[src/icmp_rx_pkg.sv]
`timescale 1ns / 1ps
// Shared types, codes and helpers for the ICMP receive classifier.
// Used by every module under src; depends on nothing else.
package icmp_rx_pkg;

	localparam int IN_TDATA_W  = 8;
	localparam int IN_TUSER_W  = 8;
	localparam int OUT_TDATA_W = 80;
	localparam int OUT_TUSER_W = 3;

	// Verdict codes
	localparam logic [2:0] VERDICT_DROP_SHORT    = 3'd0;
	localparam logic [2:0] VERDICT_DROP_PROTOCOL = 3'd1;
	localparam logic [2:0] VERDICT_DROP_CHECKSUM = 3'd2;
	localparam logic [2:0] VERDICT_PASS          = 3'd3;
	localparam logic [2:0] VERDICT_PASS_ECHO     = 3'd4;
	localparam logic [2:0] VERDICT_PASS_ERROR    = 3'd5;

	// Protocol, ICMP type and code values
	localparam logic [7:0] PROTO_ICMP          = 8'd1;
	localparam logic [7:0] TYPE_DEST_UNREACH   = 8'd3;
	localparam logic [7:0] TYPE_ECHO_REQUEST   = 8'd8;
	localparam logic [7:0] TYPE_TIME_EXCEEDED  = 8'd11;
	localparam logic [7:0] CODE_ZERO           = 8'd0;
	localparam logic [7:0] CODE_HOST_UNREACH   = 8'd1;
	localparam logic [7:0] CODE_PORT_UNREACH   = 8'd3;

	localparam logic [5:0]  MIN_HEADER_LEN = 6'd20;
	localparam logic [15:0] ICMP_HDR_LEN   = 16'd8;
	localparam logic [15:0] MIN_INNER_LEN  = 16'd20;
	localparam logic [15:0] OFFSET_MAX     = 16'hFFFF;
	localparam logic [15:0] SUM_ALL_ONES   = 16'hFFFF;

	typedef struct packed {
		logic [7:0] protocol;
		logic       last_byte;
		logic [7:0] data_byte;
	} in_item_t;

	typedef struct packed {
		logic [7:0]  inner_protocol;
		logic        error_kind;
		logic [15:0] echo_sequence;
		logic [15:0] echo_ident;
		logic [15:0] payload_length;
		logic [7:0]  icmp_code;
		logic [7:0]  msg_type;
		logic [2:0]  verdict;
	} result_t;

	// Ones'-complement 16-bit add with end-around carry
	function automatic logic [15:0] oc_add(input logic [15:0] acc, input logic [15:0] word);
		logic [16:0] s;
		s = {1'b0, acc} + {1'b0, word};
		return s[15:0] + {15'd0, s[16]};
	endfunction

endpackage

[src/icmp_rx_in_stage.sv]
`timescale 1ns / 1ps
// Input register stage of the ICMP receive classifier.
// Depends on icmp_rx_pkg.
module icmp_rx_in_stage (
	input  logic                  clk,
	input  logic                  arst_n,
	input  logic                  in_valid,
	output logic                  in_ready,
	input  icmp_rx_pkg::in_item_t in_item,
	input  logic                  consume,
	output logic                  valid_s1,
	output icmp_rx_pkg::in_item_t item_s1
);
	import icmp_rx_pkg::*;

	// Take a new byte whenever the stage is empty or drains this cycle
	assign in_ready = !valid_s1 || consume;

	always_ff @(posedge clk or negedge arst_n) begin
		if (!arst_n) begin
			valid_s1 <= 1'b0;
		end else if (in_ready) begin
			valid_s1 <= in_valid;
		end
	end

	always_ff @(posedge clk) begin
		if (in_ready && in_valid) begin
			item_s1 <= in_item;
		end
	end

endmodule

[src/icmp_rx_parse.sv]
`timescale 1ns / 1ps
// Per-byte header parsing, checksum accumulation and final verdict.
// Depends on icmp_rx_pkg.
module icmp_rx_parse (
	input  logic                  clk,
	input  logic                  arst_n,
	input  logic                  valid_s1,
	input  icmp_rx_pkg::in_item_t item_s1,
	input  logic                  out_free,
	output logic                  consume,
	output logic                  done,
	output icmp_rx_pkg::result_t  result
);
	import icmp_rx_pkg::*;

	logic [15:0] offset_q, total_len_q, acc_q, ident_q, seq_q;
	logic [5:0]  hdr_len_q;
	logic [7:0]  pend_q, type_q, code_q, inner_q, proto_q;
	logic        csum_zero_q;

	logic [15:0] offset_n, total_len_n, acc_n, ident_n, seq_n;
	logic [5:0]  hdr_len_n;
	logic [7:0]  pend_n, type_n, code_n, inner_n, proto_n;
	logic        csum_zero_n;

	logic [7:0]  b;
	logic        in_region;
	logic [15:0] k;
	logic        len_ok;
	logic [15:0] msg_len;
	logic [15:0] payload;
	logic [16:0] received;
	logic [15:0] final_sum;
	logic        short;
	logic        err_msg;

	assign b = item_s1.data_byte;

	// A last byte needs a free result slot; other bytes always drain
	assign consume = valid_s1 && (!item_s1.last_byte || out_free);
	assign done    = consume && item_s1.last_byte;

	always_comb begin
		hdr_len_n   = hdr_len_q;
		total_len_n = total_len_q;
		acc_n       = acc_q;
		pend_n      = pend_q;
		type_n      = type_q;
		code_n      = code_q;
		csum_zero_n = csum_zero_q;
		ident_n     = ident_q;
		seq_n       = seq_q;
		inner_n     = inner_q;
		proto_n     = proto_q;

		if (offset_q == 16'd0) begin
			total_len_n = 16'd0;
			hdr_len_n   = {b[3:0], 2'b00};
			acc_n       = 16'd0;
			pend_n      = 8'd0;
			type_n      = 8'd0;
			code_n      = 8'd0;
			csum_zero_n = 1'b1;
			ident_n     = 16'd0;
			seq_n       = 16'd0;
			inner_n     = 8'd0;
			proto_n     = item_s1.protocol;
		end else if (offset_q == 16'd2) begin
			total_len_n = {b, 8'h00};
		end else if (offset_q == 16'd3) begin
			total_len_n = {total_len_q[15:8], b};
		end

		in_region = (hdr_len_n >= MIN_HEADER_LEN) && (offset_q >= {10'd0, hdr_len_n})
			&& (offset_q < total_len_n);
		k = offset_q - {10'd0, hdr_len_n};

		if (in_region) begin
			if (!k[0]) begin
				pend_n = b;
			end else begin
				acc_n = oc_add(acc_n, {pend_n, b});
			end
			case (k)
				16'd0: type_n = b;
				16'd1: code_n = b;
				16'd2, 16'd3: begin
					if (b != 8'd0) csum_zero_n = 1'b0;
				end
				16'd4: ident_n = {b, ident_n[7:0]};
				16'd5: ident_n = {ident_n[15:8], b};
				16'd6: seq_n = {b, seq_n[7:0]};
				16'd7: seq_n = {seq_n[15:8], b};
				16'd17: inner_n = b;
				default: ;
			endcase
		end

		if (item_s1.last_byte) begin
			offset_n = 16'd0;
		end else if (offset_q != OFFSET_MAX) begin
			offset_n = offset_q + 16'd1;
		end else begin
			offset_n = offset_q;
		end

		// Verdict from the state as it stands after this byte
		len_ok   = (hdr_len_n >= MIN_HEADER_LEN) && (total_len_n >= {10'd0, hdr_len_n});
		msg_len  = len_ok ? (total_len_n - {10'd0, hdr_len_n}) : 16'd0;
		payload  = (msg_len >= ICMP_HDR_LEN) ? (msg_len - ICMP_HDR_LEN) : 16'd0;
		received = {1'b0, offset_q} + 17'd1;
		final_sum = msg_len[0] ? oc_add(acc_n, {pend_n, 8'h00}) : acc_n;
		short = !len_ok || (received < {1'b0, total_len_n}) || (msg_len < ICMP_HDR_LEN);
		err_msg = ((type_n == TYPE_DEST_UNREACH)
			&& (code_n == CODE_HOST_UNREACH || code_n == CODE_PORT_UNREACH))
			|| (type_n == TYPE_TIME_EXCEEDED && code_n == CODE_ZERO);

		if (short) begin
			result.verdict = VERDICT_DROP_SHORT;
		end else if (proto_n != PROTO_ICMP) begin
			result.verdict = VERDICT_DROP_PROTOCOL;
		end else if (!csum_zero_n && final_sum != SUM_ALL_ONES) begin
			result.verdict = VERDICT_DROP_CHECKSUM;
		end else if (type_n == TYPE_ECHO_REQUEST && code_n == CODE_ZERO) begin
			result.verdict = VERDICT_PASS_ECHO;
		end else if (err_msg && payload >= MIN_INNER_LEN) begin
			result.verdict = VERDICT_PASS_ERROR;
		end else begin
			result.verdict = VERDICT_PASS;
		end

		result.msg_type       = type_n;
		result.icmp_code      = code_n;
		result.payload_length = payload;
		result.echo_ident     = ident_n;
		result.echo_sequence  = seq_n;
		result.error_kind     = (type_n == TYPE_TIME_EXCEEDED);
		result.inner_protocol = inner_n;
	end

	always_ff @(posedge clk or negedge arst_n) begin
		if (!arst_n) begin
			offset_q    <= 16'd0;
			total_len_q <= 16'd0;
			hdr_len_q   <= 6'd0;
			acc_q       <= 16'd0;
			pend_q      <= 8'd0;
			type_q      <= 8'd0;
			code_q      <= 8'd0;
			csum_zero_q <= 1'b1;
			ident_q     <= 16'd0;
			seq_q       <= 16'd0;
			inner_q     <= 8'd0;
			proto_q     <= 8'd0;
		end else if (consume) begin
			offset_q    <= offset_n;
			total_len_q <= total_len_n;
			hdr_len_q   <= hdr_len_n;
			acc_q       <= acc_n;
			pend_q      <= pend_n;
			type_q      <= type_n;
			code_q      <= code_n;
			csum_zero_q <= csum_zero_n;
			ident_q     <= ident_n;
			seq_q       <= seq_n;
			inner_q     <= inner_n;
			proto_q     <= proto_n;
		end
	end

endmodule

[src/icmp_rx_out_stage.sv]
`timescale 1ns / 1ps
// Result register of the ICMP receive classifier.
// Depends on icmp_rx_pkg.
module icmp_rx_out_stage (
	input  logic                 clk,
	input  logic                 arst_n,
	input  logic                 load,
	input  icmp_rx_pkg::result_t result,
	output logic                 out_free,
	output logic                 out_valid,
	input  logic                 out_ready,
	output icmp_rx_pkg::result_t out_result
);
	import icmp_rx_pkg::*;

	logic valid_q;
	result_t result_q;

	// Slot frees up in the same cycle its transfer completes
	assign out_free   = !valid_q || out_ready;
	assign out_valid  = valid_q;
	assign out_result = result_q;

	always_ff @(posedge clk or negedge arst_n) begin
		if (!arst_n) begin
			valid_q <= 1'b0;
		end else if (out_free) begin
			valid_q <= load;
		end
	end

	always_ff @(posedge clk) begin
		if (load && out_free) begin
			result_q <= result;
		end
	end

endmodule

[src/icmp_rx_classifier.sv]
`timescale 1ns / 1ps
// Top level of the ICMP receive classifier: input register, parser, result register.
// Depends on icmp_rx_pkg, icmp_rx_in_stage, icmp_rx_parse, icmp_rx_out_stage.
//
//  port group  dir  payload
//  s_axis_*    in   tdata = data_byte, tlast = last_byte, tuser = protocol
//  m_axis_*    out  tuser = verdict, tdata = type, code, payload length, ident,
//                   sequence, error kind, inner protocol
//
// One byte per cycle but for a held last byte; a verdict passes the input, then the result register.
// The per-byte state update and verdict logic sit between the input and result registers.
// A last byte waits in the input register while the result register is held by
// m_axis_tready low; other bytes keep flowing.
// Reset (arst_n) empties both registers and clears the parse state.
module icmp_rx_classifier (
	input  logic                                   clk,
	input  logic                                   arst_n,
	input  logic                                   s_axis_tvalid,
	output logic                                   s_axis_tready,
	input  logic [icmp_rx_pkg::IN_TDATA_W-1:0]     s_axis_tdata,  // [7:0] data_byte
	input  logic                                   s_axis_tlast,
	input  logic [icmp_rx_pkg::IN_TUSER_W-1:0]     s_axis_tuser,  // [7:0] protocol
	output logic                                   m_axis_tvalid,
	input  logic                                   m_axis_tready,
	// [7:0] msg_type, [15:8] icmp_code, [31:16] payload_length, [47:32] echo_ident,
	// [63:48] echo_sequence, [64] error_kind, [72:65] inner_protocol, [79:73] zero
	output logic [icmp_rx_pkg::OUT_TDATA_W-1:0]    m_axis_tdata,
	output logic [icmp_rx_pkg::OUT_TUSER_W-1:0]    m_axis_tuser   // [2:0] verdict
);
	import icmp_rx_pkg::*;

	in_item_t in_item, item_s1;
	result_t  result, out_result;
	logic     valid_s1, consume, done, out_free;

	assign in_item.data_byte = s_axis_tdata;
	assign in_item.last_byte = s_axis_tlast;
	assign in_item.protocol  = s_axis_tuser;

	icmp_rx_in_stage u_in (
		.clk      (clk),
		.arst_n   (arst_n),
		.in_valid (s_axis_tvalid),
		.in_ready (s_axis_tready),
		.in_item  (in_item),
		.consume  (consume),
		.valid_s1 (valid_s1),
		.item_s1  (item_s1)
	);

	icmp_rx_parse u_parse (
		.clk      (clk),
		.arst_n   (arst_n),
		.valid_s1 (valid_s1),
		.item_s1  (item_s1),
		.out_free (out_free),
		.consume  (consume),
		.done     (done),
		.result   (result)
	);

	icmp_rx_out_stage u_out (
		.clk        (clk),
		.arst_n     (arst_n),
		.load       (done),
		.result     (result),
		.out_free   (out_free),
		.out_valid  (m_axis_tvalid),
		.out_ready  (m_axis_tready),
		.out_result (out_result)
	);

	assign m_axis_tuser = out_result.verdict;
	assign m_axis_tdata = {7'd0, out_result.inner_protocol, out_result.error_kind,
		out_result.echo_sequence, out_result.echo_ident, out_result.payload_length,
		out_result.icmp_code, out_result.msg_type};

	a_last_waits_for_slot: assert property (@(posedge clk) disable iff (!arst_n)
		valid_s1 && item_s1.last_byte && m_axis_tvalid && !m_axis_tready |-> !s_axis_tready)
		else $error("last byte drained while result register was held");

	a_echo_type: assert property (@(posedge clk) disable iff (!arst_n)
		m_axis_tvalid && m_axis_tuser == VERDICT_PASS_ECHO
		|-> m_axis_tdata[7:0] == TYPE_ECHO_REQUEST && m_axis_tdata[15:8] == CODE_ZERO)
		else $error("echo verdict on a message that is not an echo request");

	a_error_fits: assert property (@(posedge clk) disable iff (!arst_n)
		m_axis_tvalid && m_axis_tuser == VERDICT_PASS_ERROR
		|-> m_axis_tdata[31:16] >= MIN_INNER_LEN)
		else $error("error verdict without room for an embedded header");

	a_result_from_done: assert property (@(posedge clk) disable iff (!arst_n)
		$rose(m_axis_tvalid) |-> $past(done))
		else $error("result appeared without a finished packet");

endmodule

[config.mk]
export PLATFORM = sky130hd
export DESIGN_NAME = icmp_rx_classifier
export DESIGN_NICKNAME = d
export VERILOG_FILES = /design/src/icmp_rx_pkg.sv /design/src/icmp_rx_in_stage.sv /design/src/icmp_rx_parse.sv /design/src/icmp_rx_out_stage.sv /design/src/icmp_rx_classifier.sv
export SDC_FILE = /design/constraint.sdc
export NUM_CORES = 1
export LEC_CHECK = 0
export BUFFER_PORTS_ARGS = -buffer_cell sky130_fd_sc_hd__buf_2
export CAP_MARGIN = 20
export CORE_MARGIN = 4
export CORE_UTILIZATION = 55
export DETAILED_ROUTE_END_ITERATION = 12
export PLACE_DENSITY = 0.74
export SLEW_MARGIN = 20
export SYNTH_ARGS = -nofsm -noshare
export SYNTH_HDL_FRONTEND = slang
export SYNTH_HIERARCHICAL = 1
export SYNTH_SLANG_ARGS = --single-unit
[constraint.sdc]
create_clock -name clk -period 11.65 [get_ports clk]
set_input_delay 2.33 -clock clk [delete_from_list [all_inputs] [get_ports clk]]
set_output_delay 2.33 -clock clk [all_outputs]
set_load 0.02 [all_outputs]
==> metrics.txt <==
Synth area leaders dfrtp_1, edfxtp_1, ha_1; mean routed wirelength per cell 20.6 um; Hold-fix buffers, CTS 0; die width 169 um; RSZ-0062 raised after global routing no; Final Max Slew Viols 0; Comb pwr share 0.439; Synth Warn # 6; first-pass GRT wire length 64200 um; Critical Path Source u_parse/offset_q[0]; Mapped Cells 1548; CTS Buf Count 24; detailed-route via count 12300; Clock Power Share 0.247; htree depth 1; initial antenna violation count 0; status finished clean; clk_skew 0.0306 ns; I/O pin cnt 106; Setup CP Type flip-flop to flip-flop; Sw Ratio 0.410; area leader, netlist dfrtp_1; Worst Setup Slack, final 1.60 ns; Synth top area share 0.225; Max clock buf depth 3; setup bufs post-CTS 0; Top FF cell, synth dfrtp_1; port bufs 98; Overflow after GRT 0; CP endpoint kind flip-flop; total power 3.29 mW; Placer Congestion 0.945; Yosys cell types 92; WL final 40400 um; maximum VDD drop 288 uV; Max FO, Critical Path 19; final hold violation count 0; Critical Path Start Type flip-flop; post-route ant nets 0; Syn-to-layout area delta 11.1%; CP required 12.02 ns; Clock transition at path regs 0.07 ns; Slew HR 0.324; Pwr Density 209 nW/um^2; Switching Power 1.35 mW; Crit path top cell by count ha_1; Row Count 58; dpl ws 1.73 ns; antenna cell count 0; internal power 1.94 mW; commonest cells after routing, fill and taps aside nand2_1, o21ai_0, dfrtp_1; Reg power frac 0.314; TritonRoute pass-1 iters 5; Post-Syn Area 14200 sq um; HPWL Detailed 28600 um; most common library cell in the layout ignoring fill and taps nand2_1; Tcrit/Tclk final 0.863; critical path arrival 10.42 ns; min Tclk post-route 10.05 ns; hold path startpoint u_parse/acc_q[8]; layout cells sized above 1 0.150; Synth async-reset ratio 0.581; vias in the first global route 11700; Resized cells post-CTS 0; largest net degree at the start of global routing 85; 1st-iter DRT viols 1452; FF-to-FF Start u_parse/offset_q[0]; Die ar. 28500 sq um; measured slew at the worst slew-check pin 1.01 ns; Initial Util 0.561; fmax 99.5 MHz; Clock Sinks 222; max-cap viol count 0; Worst-Skew Late Latency 0.54 ns; CTS tree done; Final setup viols 0; vias per cell 6.28; sequential-to-total area share from yosys stat 0.424; Pleak 6.95 nW; # nets final 1701; setup tns final 0 ns; Post-synth EDFFs 93; Hold WC Path Type flip-flop to flip-flop; total track usage 0.280; CP max stage cell nand2_1; Die H 169 um; clock root buffer clkbuf_16; Core Area 25300 sq um; Largest stage delay, worst path 0.54 ns; Mapped Avg Cell Area 9.18 sq um; flop and latch count out of synthesis 222; DRC viols 0
[layout make-up]
class                           count  area (sq um)
Fill cell                        2056          9540
Tap cell                          330           413
Timing Repair Buffer              114           617
Clock buffer                       25           614
Clock inverter                     19           241
Multi-Input combinational cell   1189          7660
Sequential cell                   222          6020
Inverter                           56           210
[flip-flops by register name, summed over array words and instances, names as in the netlist, 6 cells and up]
name	flops
u_in/item_s1	17
u_parse/type_q	8
u_parse/code_q	8
u_parse/acc_q	16
u_parse/pend_q	8
u_out/out_result	76
u_parse/offset_q	16
u_parse/proto_q	8
u_parse/hdr_len_q	6
u_parse/ident_q	16
u_parse/seq_q	16
u_parse/inner_q	8
u_parse/total_len_q	16
[worst max-delay path, delay by kind of cell, from the launching register on]
family | cells | cell delay [ns]
DFF | 1 | 0.44
and+or+nand+nor | 13 | 2.49
AOI/OAI and AO/OA | 18 | 3.10
adders and majority gates | 10 | 3.18
buffers and inverters | 4 | 0.53
xor gates and xnor gates | 1 | 0.12
[layer usage]
layer  up-vias  track usage  share of wire
li1       5706            -              -
met1      5869        0.386           0.41
met2       605        0.450           0.46
met3       101       0.0451          0.090
met4         0        0.102          0.037
met5         -            0              0
[synthesized netlist by cell type, types with 7 or more instances]
master / instances
nand2_1: 229
o21ai_0: 151
dfrtp_1: 128
nor2_1: 114
edfxtp_1: 93
ha_1: 69
clkbuf_1: 65
nand3_1: 59
a21oi_1: 57
inv_1: 53
mux2_2: 52
xnor2_1: 42
nor3_1: 28
a21o_1: 26
and2_1: 24
xor2_1: 23
nor4_1: 21
o21a_1: 19
and3_1: 16
nand2b_1: 15
mux2i_1: 14
nand4_1: 14
a31oi_1: 12
nor2b_1: 12
o211ai_1: 11
or3_1: 11
buf_1: 10
a22o_1: 9
o31ai_1: 9
nor4b_1: 8
o21ai_1: 8
or2_2: 8
buf_4: 7
[final timing paths]
path / slack [ns] / endpoint / cells past startpoint
max: 1.60 / u_out/out_result[0] / 46
min: 0.47 / u_parse/acc_q[8] / 2
max reg2reg: 1.60 / u_out/out_result[0] / 46
min reg2reg: 0.47 / u_parse/acc_q[8] / 2
max in group asynchronous: 8.52 / u_parse/inner_q[1] / 2
min in group asynchronous: 1.83 / u_parse/total_len_q[10] / 1
[power by group through the flow]
stage | clock, mW | sequential (mW) | combinational, mW
finish | 0.813 | 1.03 | 1.45
global route | 0.867 | 1.04 | 1.58
CTS | 0.826 | 1.03 | 1.42
detailed placement | 0 | 1.04 | 1.41
global placement | 0 | 1.04 | 1.39
floorplan | 0 | 1.06 | 0.997
[metrics by stage]
| stage | hold WS (ns) | util | instances | cell area [sq um] |
|---|---|---|---|---|
| floorplan | 0.437 | - | 1554 | 14200 |
| global placement | 0.451 | 0.589 | 1911 | 14900 |
| detailed placement | 0.455 | 0.589 | 1911 | 14900 |
| CTS | 0.470 | 0.623 | 1955 | 15800 |
| global route | 0.482 | 0.623 | 1955 | 15800 |
| finish | 0.471 | 0.623 | 1955 | 15800 |
[cell families after synthesis]
group / share of synthesized area
xor gates and xnor gates: 0.0416
AOI/OAI and AO/OA: 0.170
other: 0.000264
muxes: 0.0511
adders and majority gates: 0.0671
buffers and inverters: 0.0401
and+or+nand+nor: 0.206
DFF: 0.424
(Power assumes the default switching activity.)
